$ cat config.mk
export PLATFORM = sky130hd
export DESIGN_NAME = relay_unit_link_controller_core
export DESIGN_NICKNAME = d
export VERILOG_FILES = /design/src/hw/rtl/rulc_pkg.sv /design/src/hw/rtl/rulc_ctrl.sv /design/src/hw/rtl/rulc_dp.sv /design/src/hw/rtl/relay_unit_link_controller_core.sv
export VERILOG_INCLUDE_DIRS = /design/src /design/src/hw/rtl
export SDC_FILE = /design/constraint.sdc
export NUM_CORES = 2
export LEC_CHECK = 0
export ABC_CLOCK_PERIOD_IN_PS = 8900
export BUFFER_PORTS_ARGS = -buffer_cell sky130_fd_sc_hd__clkbuf_2
export CAP_MARGIN = 20
export CELL_PAD_IN_SITES_DETAIL_PLACEMENT = 0
export CELL_PAD_IN_SITES_GLOBAL_PLACEMENT = 2
export CORE_MARGIN = 5
export CORE_UTILIZATION = 40
export CTS_BUF_LIST = sky130_fd_sc_hd__clkbuf_8
export DETAILED_ROUTE_END_ITERATION = 16
export GPL_TIMING_DRIVEN = 1
export PLACE_DENSITY = 0.74
export SYNTH_ARGS = -nofsm -noshare
export SYNTH_HDL_FRONTEND = slang
export SYNTH_SLANG_ARGS = --single-unit
$ cat constraint.sdc
create_clock -name i_clk -period 8.9 [get_ports i_clk]
set_input_delay 1.78 -clock i_clk [delete_from_list [all_inputs] [get_ports i_clk]]
set_output_delay 1.78 -clock i_clk [all_outputs]
set_load 0.01 [all_outputs]
$ cat src/hw/rtl/relay_unit_link_controller_core_assert.svh
// ----------------------------------------------------------------------------
// Relay unit link controller assertion macros
// Shared property forms for the checks in the core.
// ----------------------------------------------------------------------------
`ifndef RELAY_UNIT_LINK_CONTROLLER_CORE_ASSERT_SVH
`define RELAY_UNIT_LINK_CONTROLLER_CORE_ASSERT_SVH

// same-cycle implication
`define RULC_ASSERT_NOW(label, ante, cons) \
    label: assert property (@(posedge i_clk) disable iff (!i_rst_n) (ante) |-> (cons)) \
        else $error("rulc check failed");

// next-cycle implication
`define RULC_ASSERT_NEXT(label, ante, cons) \
    label: assert property (@(posedge i_clk) disable iff (!i_rst_n) (ante) |=> (cons)) \
        else $error("rulc check failed");

`endif

$ cat src/hw/rtl/rulc_pkg.sv
// ----------------------------------------------------------------------------
// rulc_pkg
// Types, codes and constants shared by the relay unit link controller.
// ----------------------------------------------------------------------------
package rulc_pkg;

    localparam int NUM_OUTPUTS = 16;
    localparam int NUM_INPUTS  = 8;
    localparam int INIT_LEN    = 14;
    localparam int PERIOD_W    = 14;

    localparam logic [2:0] OP_RX    = 3'd0;
    localparam logic [2:0] OP_SET   = 3'd1;
    localparam logic [2:0] OP_PULSE = 3'd2;
    localparam logic [2:0] OP_GETO  = 3'd3;
    localparam logic [2:0] OP_GETI  = 3'd4;
    localparam logic [2:0] OP_TICK  = 3'd5;
    localparam logic [2:0] OP_START = 3'd6;

    localparam logic [2:0] K_TX     = 3'd0;
    localparam logic [2:0] K_SETD   = 3'd1;
    localparam logic [2:0] K_OLVL   = 3'd2;
    localparam logic [2:0] K_PULSED = 3'd3;
    localparam logic [2:0] K_ILVL   = 3'd4;

    localparam logic [0:0] REG_RETRY      = 1'b0;
    localparam logic [0:0] REG_LONG_RETRY = 1'b1;

    localparam logic [PERIOD_W-1:0] RETRY_RESET      = 14'd1000;
    localparam logic [PERIOD_W-1:0] LONG_RETRY_RESET = 14'd10000;

    typedef enum logic [3:0] {
        C_NONE, C_FLUSH, C_RX_PULSE, C_RX_REPORT, C_RX_INPUT, C_INIT_BYTE,
        C_INIT_SET, C_SET_A, C_SET_B, C_PULSE, C_GET_OUT, C_GET_IN,
        C_TICK, C_START_RD
    } t_code;

    typedef enum logic [2:0] {
        RX_NONE, RX_PULSE, RX_REPORT, RX_INPUT, RX_INIT
    } t_rx_class;

    typedef struct packed {
        logic       load;
        t_code      code;
        logic [3:0] idx;
        logic [1:0] k;
    } t_cmd;

    typedef struct packed {
        logic [2:0] op;
        t_rx_class  rx_class;
        logic       set_cond;
        logic       step_ok;
    } t_status;

    function automatic logic [7:0] init_byte(input logic [3:0] i);
        logic [7:0] b;
        case (i)
            4'd0:    b = 8'h54;
            4'd1:    b = 8'h5A;
            4'd2:    b = 8'h57;
            4'd3:    b = 8'h55;
            4'd4:    b = 8'h56;
            4'd5:    b = 8'h52;
            4'd6:    b = 8'h56;
            4'd7:    b = 8'h5A;
            4'd8:    b = 8'h57;
            4'd9:    b = 8'h55;
            4'd10:   b = 8'h56;
            4'd11:   b = 8'h52;
            4'd12:   b = 8'h52;
            4'd13:   b = 8'h51;
            default: b = 8'h00;
        endcase
        return b;
    endfunction

endpackage

$ cat src/hw/rtl/rulc_ctrl.sv
// ----------------------------------------------------------------------------
// rulc_ctrl
// Sequencer: walks the steps of one transaction and issues datapath commands.
// ----------------------------------------------------------------------------
module rulc_ctrl (
    input  logic             i_clk,
    input  logic             i_rst_n,
    input  logic             i_valid,
    output logic             o_stall,
    input  rulc_pkg::t_status i_status,
    output rulc_pkg::t_cmd   o_cmd
);

    typedef enum logic [3:0] {
        S_IDLE, S_DECODE, S_SINGLE, S_SET_B, S_START_RD, S_INIT_BYTE,
        S_INIT_SET, S_TICK, S_FLUSH
    } t_state;

    localparam logic [3:0] LAST_OUT  = 4'(rulc_pkg::NUM_OUTPUTS - 1);
    localparam logic [3:0] LAST_INIT = 4'(rulc_pkg::INIT_LEN - 1);

    t_state     r_state, n_state;
    logic [3:0] r_idx, n_idx;
    logic [1:0] r_k, n_k;
    rulc_pkg::t_code single_code;

    // hold off new transactions during reset as well
    assign o_stall = (r_state != S_IDLE) || !i_rst_n;

    always_comb begin
        case (i_status.op)
            rulc_pkg::OP_RX: begin
                case (i_status.rx_class)
                    rulc_pkg::RX_PULSE:  single_code = rulc_pkg::C_RX_PULSE;
                    rulc_pkg::RX_REPORT: single_code = rulc_pkg::C_RX_REPORT;
                    rulc_pkg::RX_INPUT:  single_code = rulc_pkg::C_RX_INPUT;
                    default:             single_code = rulc_pkg::C_NONE;
                endcase
            end
            rulc_pkg::OP_SET:   single_code = rulc_pkg::C_SET_A;
            rulc_pkg::OP_PULSE: single_code = rulc_pkg::C_PULSE;
            rulc_pkg::OP_GETO:  single_code = rulc_pkg::C_GET_OUT;
            rulc_pkg::OP_GETI:  single_code = rulc_pkg::C_GET_IN;
            default:            single_code = rulc_pkg::C_NONE;
        endcase
    end

    always_comb begin
        o_cmd.load = (r_state == S_IDLE) && i_valid && i_rst_n;
        o_cmd.idx  = r_idx;
        o_cmd.k    = r_k;
        case (r_state)
            S_SINGLE:    o_cmd.code = single_code;
            S_SET_B:     o_cmd.code = rulc_pkg::C_SET_B;
            S_START_RD:  o_cmd.code = rulc_pkg::C_START_RD;
            S_INIT_BYTE: o_cmd.code = rulc_pkg::C_INIT_BYTE;
            S_INIT_SET:  o_cmd.code = rulc_pkg::C_INIT_SET;
            S_TICK:      o_cmd.code = rulc_pkg::C_TICK;
            S_FLUSH:     o_cmd.code = rulc_pkg::C_FLUSH;
            default:     o_cmd.code = rulc_pkg::C_NONE;
        endcase
    end

    always_comb begin
        n_state = r_state;
        n_idx   = r_idx;
        n_k     = r_k;
        case (r_state)
            S_IDLE: begin
                if (i_valid) begin
                    n_state = S_DECODE;
                end
            end
            S_DECODE: begin
                n_idx = 4'd0;
                n_k   = 2'd0;
                case (i_status.op)
                    rulc_pkg::OP_RX: begin
                        if (i_status.rx_class == rulc_pkg::RX_INIT) begin
                            n_state = S_INIT_BYTE;
                        end else if (i_status.rx_class == rulc_pkg::RX_NONE) begin
                            n_state = S_FLUSH;
                        end else begin
                            n_state = S_SINGLE;
                        end
                    end
                    rulc_pkg::OP_TICK:  n_state = S_TICK;
                    rulc_pkg::OP_START: n_state = S_START_RD;
                    rulc_pkg::OP_SET, rulc_pkg::OP_PULSE,
                    rulc_pkg::OP_GETO, rulc_pkg::OP_GETI: n_state = S_SINGLE;
                    default:            n_state = S_FLUSH;
                endcase
            end
            S_SINGLE: begin
                if (i_status.step_ok) begin
                    if (i_status.op == rulc_pkg::OP_SET && i_status.set_cond) begin
                        n_state = S_SET_B;
                    end else begin
                        n_state = S_FLUSH;
                    end
                end
            end
            S_SET_B: begin
                if (i_status.step_ok) begin
                    n_state = S_FLUSH;
                end
            end
            S_START_RD: begin
                if (i_status.step_ok) begin
                    if (r_idx == LAST_OUT) begin
                        n_idx   = 4'd0;
                        n_state = S_INIT_BYTE;
                    end else begin
                        n_idx = r_idx + 4'd1;
                    end
                end
            end
            S_INIT_BYTE: begin
                if (i_status.step_ok) begin
                    if (r_idx == LAST_INIT) begin
                        n_idx   = 4'd0;
                        n_state = S_INIT_SET;
                    end else begin
                        n_idx = r_idx + 4'd1;
                    end
                end
            end
            S_INIT_SET: begin
                if (i_status.step_ok) begin
                    if (r_idx == LAST_OUT) begin
                        n_state = S_FLUSH;
                    end else begin
                        n_idx = r_idx + 4'd1;
                    end
                end
            end
            S_TICK: begin
                if (i_status.step_ok) begin
                    if (r_k == 2'd2) begin
                        n_k = 2'd0;
                        if (r_idx == LAST_OUT) begin
                            n_state = S_FLUSH;
                        end else begin
                            n_idx = r_idx + 4'd1;
                        end
                    end else begin
                        n_k = r_k + 2'd1;
                    end
                end
            end
            S_FLUSH: begin
                if (i_status.step_ok) begin
                    n_state = S_IDLE;
                end
            end
            default: n_state = S_IDLE;
        endcase
    end

    always_ff @(posedge i_clk) begin
        if (!i_rst_n) begin
            r_state <= S_IDLE;
            r_idx   <= 4'd0;
            r_k     <= 2'd0;
        end else begin
            r_state <= n_state;
            r_idx   <= n_idx;
            r_k     <= n_k;
        end
    end

endmodule

$ cat src/hw/rtl/rulc_dp.sv
// ----------------------------------------------------------------------------
// rulc_dp
// Per-output state, retry countdowns, result hold slot and output register.
// ----------------------------------------------------------------------------
module rulc_dp (
    input  logic              i_clk,
    input  logic              i_rst_n,
    input  logic              i_cfg_we,
    input  logic [0:0]        i_cfg_index,
    input  logic [13:0]       i_cfg_data,
    input  logic [2:0]        i_op,
    input  logic [7:0]        i_rx_byte,
    input  logic [3:0]        i_channel,
    input  logic              i_level,
    input  logic              i_long_pulse,
    input  logic              i_stall,
    output logic              o_valid,
    output logic [2:0]        o_kind,
    output logic [7:0]        o_tx_byte,
    output logic [3:0]        o_reply_channel,
    output logic              o_reply_level,
    output logic              o_last,
    input  rulc_pkg::t_cmd    i_cmd,
    output rulc_pkg::t_status o_status
);

    localparam int NO = rulc_pkg::NUM_OUTPUTS;
    localparam int NI = rulc_pkg::NUM_INPUTS;

    logic [13:0] r_retry, r_long_retry;
    logic [2:0]  r_op;
    logic [7:0]  r_byte;
    logic [3:0]  r_ch;
    logic        r_level, r_lp;

    logic [NO-1:0] r_lvl, r_rp, r_sp;
    logic [1:0]    r_mode [NO];
    logic [2:0]    r_mark [NO];
    logic [13:0]   r_cd0 [NO];
    logic [13:0]   r_cd1 [NO];
    logic [13:0]   r_cd2 [NO];
    logic [NI-1:0] r_inl;

    logic        r_hv;
    logic [2:0]  r_hkind;
    logic [7:0]  r_hbyte;
    logic [3:0]  r_hch;
    logic        r_hlvl;

    logic [3:0]  ix;
    logic        rp, sp, lv, rng, v, pend, set_cond;
    logic [1:0]  md;
    logic [2:0]  mk;
    logic [13:0] per_s, per_l, per_k, cnt;
    logic        e_v;
    logic [2:0]  e_kind;
    logic [7:0]  e_byte;
    logic [3:0]  e_ch;
    logic        e_lvl;
    logic        out_free, step_ok, go;
    rulc_pkg::t_rx_class rx_class;

    assign per_s = (r_retry == 14'd0) ? 14'd1 : r_retry;
    assign per_l = (r_long_retry == 14'd0) ? 14'd1 : r_long_retry;

    always_comb begin
        case (r_byte[7:4])
            4'h1:       rx_class = ({1'b0, r_byte[3:0]} < 5'(NO)) ?
                                   rulc_pkg::RX_PULSE : rulc_pkg::RX_NONE;
            4'h2, 4'h3: rx_class = ({1'b0, r_byte[3:0]} < 5'(NO)) ?
                                   rulc_pkg::RX_REPORT : rulc_pkg::RX_NONE;
            4'h6:       rx_class = ({1'b0, r_byte[2:0]} < 4'(NI)) ?
                                   rulc_pkg::RX_INPUT : rulc_pkg::RX_NONE;
            4'h0, 4'h4: rx_class = rulc_pkg::RX_NONE;
            4'h5:       rx_class = (r_byte == 8'h51) ? rulc_pkg::RX_NONE : rulc_pkg::RX_INIT;
            default:    rx_class = rulc_pkg::RX_INIT;
        endcase
    end

    always_comb begin
        case (i_cmd.code)
            rulc_pkg::C_TICK, rulc_pkg::C_START_RD, rulc_pkg::C_INIT_SET: ix = i_cmd.idx;
            rulc_pkg::C_RX_PULSE, rulc_pkg::C_RX_REPORT:                 ix = r_byte[3:0];
            default:                                                     ix = r_ch;
        endcase
    end

    assign rp  = r_rp[ix];
    assign sp  = r_sp[ix];
    assign lv  = r_lvl[ix];
    assign md  = r_mode[ix];
    assign mk  = r_mark[ix];
    assign v   = r_byte[4];
    assign rng = ({1'b0, r_ch} < 5'(NO));
    assign set_cond = rng && (rp || (lv != r_level));

    always_comb begin
        case (i_cmd.k)
            2'd0:    begin pend = rp;         cnt = r_cd0[ix]; per_k = per_s; end
            2'd1:    begin pend = sp;         cnt = r_cd1[ix]; per_k = per_s; end
            default: begin
                pend  = (md != 2'd0);
                cnt   = r_cd2[ix];
                per_k = (md == 2'd2) ? per_l : per_s;
            end
        endcase
    end

    always_comb begin
        e_v    = 1'b0;
        e_kind = rulc_pkg::K_TX;
        e_byte = 8'h00;
        e_ch   = 4'd0;
        e_lvl  = 1'b0;
        case (i_cmd.code)
            rulc_pkg::C_RX_PULSE: begin
                e_v = mk[2]; e_kind = rulc_pkg::K_PULSED; e_ch = ix;
            end
            rulc_pkg::C_RX_REPORT: begin
                if (rp) begin
                    e_v = mk[0]; e_kind = rulc_pkg::K_OLVL; e_ch = ix; e_lvl = v;
                end else if (lv == v) begin
                    e_v = mk[1]; e_kind = rulc_pkg::K_SETD; e_ch = ix;
                end else begin
                    e_v = !sp; e_byte = {3'b001, lv, ix};
                end
            end
            rulc_pkg::C_RX_INPUT: begin
                e_v = 1'b1; e_byte = r_byte;
            end
            rulc_pkg::C_INIT_BYTE: begin
                e_v = 1'b1; e_byte = rulc_pkg::init_byte(i_cmd.idx);
            end
            rulc_pkg::C_INIT_SET: begin
                e_v = !rp && !sp; e_byte = {3'b001, lv, ix};
            end
            rulc_pkg::C_SET_A: begin
                if (set_cond) begin
                    e_v = mk[0]; e_kind = rulc_pkg::K_OLVL; e_ch = ix; e_lvl = lv;
                end else begin
                    e_v = rng; e_kind = rulc_pkg::K_SETD; e_ch = ix;
                end
            end
            rulc_pkg::C_SET_B: begin
                e_v = rng && !sp; e_byte = {3'b001, r_level, ix};
            end
            rulc_pkg::C_PULSE: begin
                e_v = rng && (md == 2'd0); e_byte = {3'b000, r_lp, ix};
            end
            rulc_pkg::C_GET_OUT: begin
                e_v = rng && !rp; e_kind = rulc_pkg::K_OLVL; e_ch = ix; e_lvl = lv;
            end
            rulc_pkg::C_GET_IN: begin
                e_v = 1'b1; e_kind = rulc_pkg::K_ILVL; e_ch = r_ch;
                e_lvl = ({1'b0, r_ch} < 5'(NI)) ? r_inl[r_ch[2:0]] : 1'b0;
            end
            rulc_pkg::C_TICK: begin
                e_v = pend && (cnt <= 14'd1);
                case (i_cmd.k)
                    2'd0:    e_byte = {4'h7, ix};
                    2'd1:    e_byte = {3'b001, lv, ix};
                    default: e_byte = {3'b000, (md == 2'd2), ix};
                endcase
            end
            rulc_pkg::C_START_RD: begin
                e_v = !rp; e_byte = {4'h7, ix};
            end
            default: e_v = 1'b0;
        endcase
    end

    assign out_free = !o_valid || !i_stall;
    always_comb begin
        if (i_cmd.code == rulc_pkg::C_FLUSH) begin
            step_ok = !r_hv || out_free;
        end else begin
            step_ok = !e_v || !r_hv || out_free;
        end
    end
    assign go = step_ok && (i_cmd.code != rulc_pkg::C_NONE) &&
                (i_cmd.code != rulc_pkg::C_FLUSH);

    assign o_status.op       = r_op;
    assign o_status.rx_class = rx_class;
    assign o_status.set_cond = set_cond;
    assign o_status.step_ok  = step_ok;

    // item latch and configuration
    always_ff @(posedge i_clk) begin
        if (!i_rst_n) begin
            r_retry      <= rulc_pkg::RETRY_RESET;
            r_long_retry <= rulc_pkg::LONG_RETRY_RESET;
        end else if (i_cfg_we) begin
            if (i_cfg_index == rulc_pkg::REG_RETRY) begin
                r_retry <= i_cfg_data;
            end else begin
                r_long_retry <= i_cfg_data;
            end
        end
    end

    always_ff @(posedge i_clk) begin
        if (i_cmd.load) begin
            r_op    <= i_op;
            r_byte  <= i_rx_byte;
            r_ch    <= i_channel;
            r_level <= i_level;
            r_lp    <= i_long_pulse;
        end
    end

    // per-output state and input levels
    always_ff @(posedge i_clk) begin
        if (!i_rst_n) begin
            r_lvl <= '0;
            r_rp  <= '0;
            r_sp  <= '0;
            r_inl <= '0;
            for (int i = 0; i < NO; i++) begin
                r_mode[i] <= 2'd0;
                r_mark[i] <= 3'd0;
                r_cd0[i]  <= 14'd0;
                r_cd1[i]  <= 14'd0;
                r_cd2[i]  <= 14'd0;
            end
        end else if (go) begin
            case (i_cmd.code)
                rulc_pkg::C_RX_PULSE: begin
                    r_mode[ix]    <= 2'd0;
                    r_cd2[ix]     <= 14'd0;
                    r_mark[ix][2] <= 1'b0;
                end
                rulc_pkg::C_RX_REPORT: begin
                    if (rp) begin
                        r_lvl[ix]     <= v;
                        r_rp[ix]      <= 1'b0;
                        r_cd0[ix]     <= 14'd0;
                        r_mark[ix][0] <= 1'b0;
                    end else if (lv == v) begin
                        r_sp[ix]      <= 1'b0;
                        r_cd1[ix]     <= 14'd0;
                        r_mark[ix][1] <= 1'b0;
                    end else if (!sp) begin
                        r_sp[ix]  <= 1'b1;
                        r_cd1[ix] <= per_s;
                    end
                end
                rulc_pkg::C_RX_INPUT: begin
                    r_inl[r_byte[2:0]] <= r_byte[3];
                end
                rulc_pkg::C_INIT_SET: begin
                    if (!rp && !sp) begin
                        r_sp[ix]  <= 1'b1;
                        r_cd1[ix] <= per_s;
                    end
                end
                rulc_pkg::C_SET_A: begin
                    if (set_cond) begin
                        r_rp[ix]      <= 1'b0;
                        r_cd0[ix]     <= 14'd0;
                        r_mark[ix][0] <= 1'b0;
                    end
                end
                rulc_pkg::C_SET_B: begin
                    if (rng) begin
                        r_lvl[ix]     <= r_level;
                        r_mark[ix][1] <= 1'b1;
                        if (!sp) begin
                            r_sp[ix]  <= 1'b1;
                            r_cd1[ix] <= per_s;
                        end
                    end
                end
                rulc_pkg::C_PULSE: begin
                    if (rng) begin
                        r_mark[ix][2] <= 1'b1;
                        if (md == 2'd0) begin
                            r_mode[ix] <= {r_lp, !r_lp};
                            r_cd2[ix]  <= r_lp ? per_l : per_s;
                        end
                    end
                end
                rulc_pkg::C_GET_OUT: begin
                    if (rng && rp) begin
                        r_mark[ix][0] <= 1'b1;
                    end
                end
                rulc_pkg::C_TICK: begin
                    logic [13:0] nc;
                    nc = (!pend) ? 14'd0 : ((cnt <= 14'd1) ? per_k : cnt - 14'd1);
                    case (i_cmd.k)
                        2'd0:    r_cd0[ix] <= nc;
                        2'd1:    r_cd1[ix] <= nc;
                        default: r_cd2[ix] <= nc;
                    endcase
                end
                rulc_pkg::C_START_RD: begin
                    if (!rp) begin
                        r_rp[ix]  <= 1'b1;
                        r_cd0[ix] <= per_s;
                    end
                end
                default: r_rp <= r_rp;
            endcase
        end
    end

    // hold slot: a result moves out with last clear once the next one exists
    always_ff @(posedge i_clk) begin
        if (!i_rst_n) begin
            r_hv    <= 1'b0;
            o_valid <= 1'b0;
        end else if (i_cmd.code == rulc_pkg::C_FLUSH) begin
            if (r_hv && out_free) begin
                o_valid <= 1'b1;
                r_hv    <= 1'b0;
            end else if (o_valid && !i_stall) begin
                o_valid <= 1'b0;
            end
        end else if (go && e_v) begin
            r_hv <= 1'b1;
            if (r_hv) begin
                o_valid <= 1'b1;
            end else if (o_valid && !i_stall) begin
                o_valid <= 1'b0;
            end
        end else if (o_valid && !i_stall) begin
            o_valid <= 1'b0;
        end
    end

    always_ff @(posedge i_clk) begin
        if ((i_cmd.code == rulc_pkg::C_FLUSH && r_hv && out_free) ||
            (go && e_v && r_hv)) begin
            o_kind          <= r_hkind;
            o_tx_byte       <= r_hbyte;
            o_reply_channel <= r_hch;
            o_reply_level   <= r_hlvl;
            o_last          <= (i_cmd.code == rulc_pkg::C_FLUSH);
        end
        if (go && e_v) begin
            r_hkind <= e_kind;
            r_hbyte <= e_byte;
            r_hch   <= e_ch;
            r_hlvl  <= e_lvl;
        end
    end

endmodule

$ cat src/hw/rtl/relay_unit_link_controller_core.sv
// ----------------------------------------------------------------------------
// relay_unit_link_controller_core
// Host-side link controller for a serial relay unit, 16 outputs, 8 inputs.
// ----------------------------------------------------------------------------
// One transaction is taken at a time; input stall stays high until its last
// result has moved into the output register, and also while reset is held.
// Each step of the sequencer yields at most one result. A transaction has
// 1 step for a command or received byte (2 for a set that changes the output
// or ends a pending read, none for an ignored byte or an unknown op), 48 for
// a tick (three timers for each output), 30 for a received init request and
// 46 for start. Output stall holds a step back only while the hold slot and
// the output register are both full. The last result of each transaction is
// held in a one-entry slot until the sequencer knows it is the last, then
// leaves with o_last set.
// ----------------------------------------------------------------------------
module relay_unit_link_controller_core (
    input  logic        i_clk,
    input  logic        i_rst_n,
    input  logic        i_cfg_we,
    input  logic [0:0]  i_cfg_index,
    input  logic [13:0] i_cfg_data,
    input  logic        i_valid,
    output logic        o_stall,
    input  logic [2:0]  i_op,
    input  logic [7:0]  i_rx_byte,
    input  logic [3:0]  i_channel,
    input  logic        i_level,
    input  logic        i_long_pulse,
    output logic        o_valid,
    input  logic        i_stall,
    output logic [2:0]  o_kind,
    output logic [7:0]  o_tx_byte,
    output logic [3:0]  o_reply_channel,
    output logic        o_reply_level,
    output logic        o_last
);

    rulc_pkg::t_cmd    cmd;
    rulc_pkg::t_status status;

    rulc_ctrl u_ctrl (
        .i_clk    (i_clk),
        .i_rst_n  (i_rst_n),
        .i_valid  (i_valid),
        .o_stall  (o_stall),
        .i_status (status),
        .o_cmd    (cmd)
    );

    rulc_dp u_dp (
        .i_clk           (i_clk),
        .i_rst_n         (i_rst_n),
        .i_cfg_we        (i_cfg_we),
        .i_cfg_index     (i_cfg_index),
        .i_cfg_data      (i_cfg_data),
        .i_op            (i_op),
        .i_rx_byte       (i_rx_byte),
        .i_channel       (i_channel),
        .i_level         (i_level),
        .i_long_pulse    (i_long_pulse),
        .i_stall         (i_stall),
        .o_valid         (o_valid),
        .o_kind          (o_kind),
        .o_tx_byte       (o_tx_byte),
        .o_reply_channel (o_reply_channel),
        .o_reply_level   (o_reply_level),
        .o_last          (o_last),
        .i_cmd           (cmd),
        .o_status        (status)
    );

`include "relay_unit_link_controller_core_assert.svh"

    `RULC_ASSERT_NEXT(a_busy_after_accept, i_valid && !o_stall, o_stall)
    `RULC_ASSERT_NOW(a_event_no_byte, o_valid && (o_kind != rulc_pkg::K_TX), o_tx_byte == 8'h00)
    `RULC_ASSERT_NOW(a_tx_no_reply, o_valid && (o_kind == rulc_pkg::K_TX),
                     (o_reply_channel == 4'd0) && !o_reply_level)

endmodule

; ---- After elaboration in Yosys (flattened, before gate mapping)
; Memories as Yosys holds them, arrays and structs flattened. A register that Yosys moved wholly into a read port is not among the register bits.
; Index checks and enable logic that the tools add are counted.
; Widths: inputs -> output; s select.
[classes]
n_reduce_logical = 71
magnitude_cmp = 7
bitwise = 20
mux = 203
n_eq_ne = 63
add_sub_neg = 3
[op_table]
columns = operator, n
row1 = $mux 14, 19
row2 = $mux 16, 8
row3 = $mux 4, 32
row4 = $mux 1, 104
row5 = $pmux 16 s3, 2
row6 = $pmux 8 s8, 1
row7 = $eq 4x3->1 const B, 11
row8 = $reduce_or 14->1, 3
row9 = $pmux 4 s5, 2
row10 = $eq 4x4->1 const B, 9
row11 = $pmux 4 s9, 1
row12 = $and 16x16->16, 2
row13 = $bwmux 16, 2
row14 = $or 16x16->16, 2
row15 = $pmux 16 s2, 1
row16 = $pmux 3 s5, 2
row17 = $logic_not 14->1, 2
row18 = $pmux 14 s2, 1
row19 = $pmux 4 s7, 1
row20 = $ne 2x1->1 const B, 13
row21 = $eq 4x2->1 const B, 6
row22 = $not 16->16, 1
row23 = $pmux 4 s4, 1
row24 = $logic_and 1x1->1, 15
row25 = 57 further kinds, 126
[word_totals]
wordCells = 398
memories = 6
out_inout_bits = 19
romBits = 96
regBits = 146
mem_bits_rw = 752
[memory_table]
columns = name, depth, width, rd, rd_clocked_by_memory_dff, wr, line
row1 = u_dp.r_cd0, 16, 14, 1, 0, 16, rulc_dp.sv:39  ; logic [13:0] r_cd0 [NO];
row2 = u_dp.r_cd1, 16, 14, 1, 0, 16, rulc_dp.sv:40  ; logic [13:0] r_cd1 [NO];
row3 = u_dp.r_cd2, 16, 14, 1, 0, 16, rulc_dp.sv:41  ; logic [13:0] r_cd2 [NO];
row4 = (no name shown), 16, 6, 1, 1, 0, rulc_pkg.sv:58  ; case (i)
row5 = u_dp.r_mark, 16, 3, 1, 0, 16, rulc_dp.sv:38  ; logic [2:0] r_mark [NO];
row6 = u_dp.r_mode, 16, 2, 1, 0, 16, rulc_dp.sv:37  ; logic [1:0] r_mode [NO];

; ---- Logic depth before layout (Yosys ltp)
[logic_depth]
word_depth = 31
mapped_depth = 30
mapped_depth_nobuf = 22

; ---- Hierarchy
; Synthesis repeated with hierarchy kept, for this count alone.
[hier_totals]
hier_cells = 4061
hier_area_um2 = 45190.8
[modules_own_cells]
columns = module, cells_per_inst, instances, area_each_um2
row1 = rulc_dp, 3918, 1, 44141.1
row2 = rulc_ctrl, 143, 1, 1049.8

; ---- Worst setup path after synthesis
; OpenSTA, ideal clock, no wires.
[synth_timing]
path_kind = reg2reg
start = reg u_ctrl.r_state[2]
end = mem u_dp.r_cd2[0][0], enable pin
slack_ns = 2.415
setup_ns = 0.361
arrival_ns = 6.124
n_path_buf = 10
period_less_slack_ns = 6.485
stages_incl_launch_ff = 29
required_ns = 8.539
path_cell_list = dfxtp_1 > nor3b_1 > a2111o_1 > a211oi_2 > and3_1 > clkbuf_1 > a211o_1 > buf_2 > buf_4 > buf_2 > buf_2 > buf_2 > buf_2 > mux2i_1 > mux2i_1 > o22ai_1 > nor4_1 > nor4_2 > inv_1 > ha_1 > o2111a_1 > nand4_1 > a31o_2 > o311ai_0 > clkbuf_1 > or2_2 > clkbuf_1 > clkbuf_1 > nand2_1
[synth_rtl]
columns = item, line
row1 = "start, declared", rulc_ctrl.sv:22  ; t_state r_state, n_state;
row2 = "start signal, assigned", rulc_ctrl.sv:166  ; r_state <= n_state;
row3 = "end, declared", rulc_dp.sv:41

==> impl_metrics.ini <==
[run_status]
status = finished clean

[synthesis]
ys_top_cells_by_area = edfxtp_1 (56%), nor2_1 (6.7%), nand2_1 (6.2%)
yosys-top-cells-count = edfxtp_1 (802), nor2_1 (773), nand2_1 (714)
yosysMostFrequentCell = edfxtp_1
synth-compound-area-share = 0.09734
synth_top_family_by_area = simple AND/OR/NAND/NOR gates
yosys.area.top_type = edfxtp_1
yosysWarnings = 0
yosysSeqAreaShare = 0.6037
synthAdderAreaFrac = 0.002604
synth-xor-area-share = 0.001620
yosysTopAreaCellShare = 0.5569
synth-simple-area-share = 0.2095
syn_area_per_cell_sq_um = 10.32
syn-num-nets = 4238
synth_seq_cells = 903
synth_mux_area_frac = 0.04777
syn_inst = 4192
synth_top_flop_cell = edfxtp_1
synth-edff-count = 802
synth_area_sq_mm = 0.04324
yosysUniqueCellTypes = 94
async_flop_share = 0

[clock_tree]
cts_tree = built
clock_path_buffers = 3
clock-root-buffer = clkbuf_8
clk_latency_ps = 890
cts_max_level = 4
cts-resized-gates = 0
cts_setup_buffers = 0
cts_hold_buffers = 0
clkSinkCount = 903
clk_pin_slew_ps = 60
cts_buffers = 160

[placed_design]
hpwl_mm = 109.7
port-buffer-count = 55
place_congestion = 0.9421
placedCellCount = 5504

[critical_path]
cpMostUsedCell = buf_4
crit_path_top_delay_cell = or3_1
worstSetupPathType = flop to flop
cp_data_required_time_ps = 9380
worstPathMaxFanout = 33
path_buf_inv = 5
critPathTopFamily = simple AND/OR/NAND/NOR gates
critPathLaunchType = flop
end_kind = flop
path_cells = nor2_1, a2111o_1, and2_1, or3_1, buf_4, a211oi_4, buf_12, buf_4, a211oi_1, a22oi_1, nand4_1, inv_1, ha_1, o21ai_0, a21oi_1, nand2b_1, and4_1, a31o_2, nand2_1, buf_4, or3_1, nand2_1
slowest_delay_ps = 650
cp.arrival_ps = 8680
cp.depth = 22
ff2ff_path_depth = 22

[timing]
rsz0062_at_grt = no
min_period_ps = 8203
fin_tns_setup_ps = 0
relSlewSlack = 0.1360
slew_viol_final = 0
hold_viol = 0
worst_pin_slew_ps = 1263
clock_skew_ps = 55.84
fmax_ghz = 0.1219
timing.final.crit_share = 0.9217
finalSetupViolCount = 0

[floorplanning]
start_util = 0.4034
coreArea_sq_mm = 0.1072
rows = 120
die_w_um = 338.8
fp.dieH_um = 338.8
die_area_sq_mm = 0.1148
ios = 56

[worst_hold_path]
min_path_cells = 0
min_path_type = flop to flop

[grt]
grt_pass1_wl_mm = 234.8
grt_pass1_vias = 32420
grt_util_all_layers = 0.2780
grt_max_degree = 80
gr-total-overflow = 0
antenna_found_initial = 10

[detailed_routing]
remaining_drc_errors = 0
vias = 33990
first_iter_violations = 3670
drt-total-wl_mm = 163.4
ant_nets = 0
drt_pass1_iterations = 6
detail_route.vias_per_cell = 5.854
post_drt_wl_per_cell_um = 28.14

[power_and_ir_drop]
power_density_mw_per_mm2 = 241.2
vdd_drop_max_mv = 0.1388
leakagePower_nw = 17.04

[run]
drv_cap = 0

[layout]
fin_cells = 5805
layout-drive-gt1-share = 0.1263
areaGrowthSynthToFinish_pct = 12.54
fin_nets = 4310
## routing by layer
layer / routed length [um] / global-route usage / up-vias
li1: - / - / 15140
met1: 70000 / 0.3900 / 17000
met2: 74630 / 0.4381 / 1529
met3: 12900 / 0.05049 / 312
met4: 5806 / 0.09240 / 4
met5: 30 / 0 / -
## layout by cell type, fill, tap and decap left out, drive strengths merged, types with 15 or more instances in the layout
master / instances
nor2: 773
mux2: 15
clkbuf: 220
nor3: 31
nand4: 52
nor2b: 110
o21ai: 139
buf: 216
o22ai: 38
o311a: 17
and3: 19
inv: 85
a32oi: 18
or3: 36
nand2: 714
a21boi: 39
mux2i: 185
a21oi: 102
a211oi: 32
a31oi: 15
nor4: 33
o221a: 16
edfxtp: 802
clkinv: 63
nand3: 249
nand2b: 16
or2: 16
o21bai: 15
a211o: 21
dfxtp: 101
a22oi: 21
## final timing paths
check                           slack (ps)         startpoint                 end
worst max-delay path                   700  u_ctrl.r_state[2]    u_dp.r_cd1[1][1]
worst min-delay path                   420        u_dp.r_hlvl  u_dp.o_reply_level
worst max register to register         700  u_ctrl.r_state[2]    u_dp.r_cd1[1][1]
worst min register to register         420        u_dp.r_hlvl  u_dp.o_reply_level
## cells by family (layout without fill, tap and decap cells)
logic type / Yosys count / in the layout
AOI/OAI and AO/OA: 596 / 596
xor gates and xnor gates: 8 / 8
adders and majority gates: 9 / 9
buffers and inverters: 389 / 592
DFF: 903 / 903
muxes: 202 / 202
other: 1 / 8
and+or+nand+nor: 2084 / 2084
## stage by stage
step                cell area [sq um]  setup WS (ps)    util  hold WS (ps)  total power [mW]
global placement                45650          884.6  0.4258         402.5             8.092
CTS                             48630          838.6  0.4537         415.7             11.75
finish                          48660          697.2  0.4539         415.6             11.74
floorplan                       43240           2415       -         400.3             6.675
detailed placement              45650          878.7  0.4258         404.5             8.079
global route                    48650          403.2  0.4538         425.4             12.17
## final cells by class
type | count | area, sq um
tap | 1403 | 1755
clock buffer | 166 | 2285
timing repair buffer | 271 | 2058
fill | 10240 | 58540
multi-input combinational | 2900 | 15640
clock inverter | 127 | 698.2
sequential | 903 | 26110
inverter | 28 | 105.1
antenna | 7 | 17.52
## sequential cells by signal (all words and copies together), names as in the netlist, 8 cells and up, named ones only
| name | cells |
|---|---|
| u_dp.o_tx_byte | 8 |
| u_dp.r_lvl | 16 |
| u_dp.r_cd1 | 224 |
| u_dp.r_long_retry | 14 |
| u_dp.r_mark | 48 |
| u_dp.r_mode | 32 |
| u_dp.r_byte | 8 |
| u_dp.r_sp | 16 |
| u_dp.r_inl | 8 |
| u_dp.r_hbyte | 8 |
| u_dp.r_cd0 | 224 |
| u_dp.r_cd2 | 224 |
| u_dp.r_retry | 14 |
## report_power, final
group | leakage, nW | internal [mW] | switching, mW
Clock | 1.71 | 1.86 | 1.82
Combinational | 6.30 | 0.852 | 2.33
Sequential | 9.03 | 4.78 | 0.0971
Power figures use the tool's default switching activity.
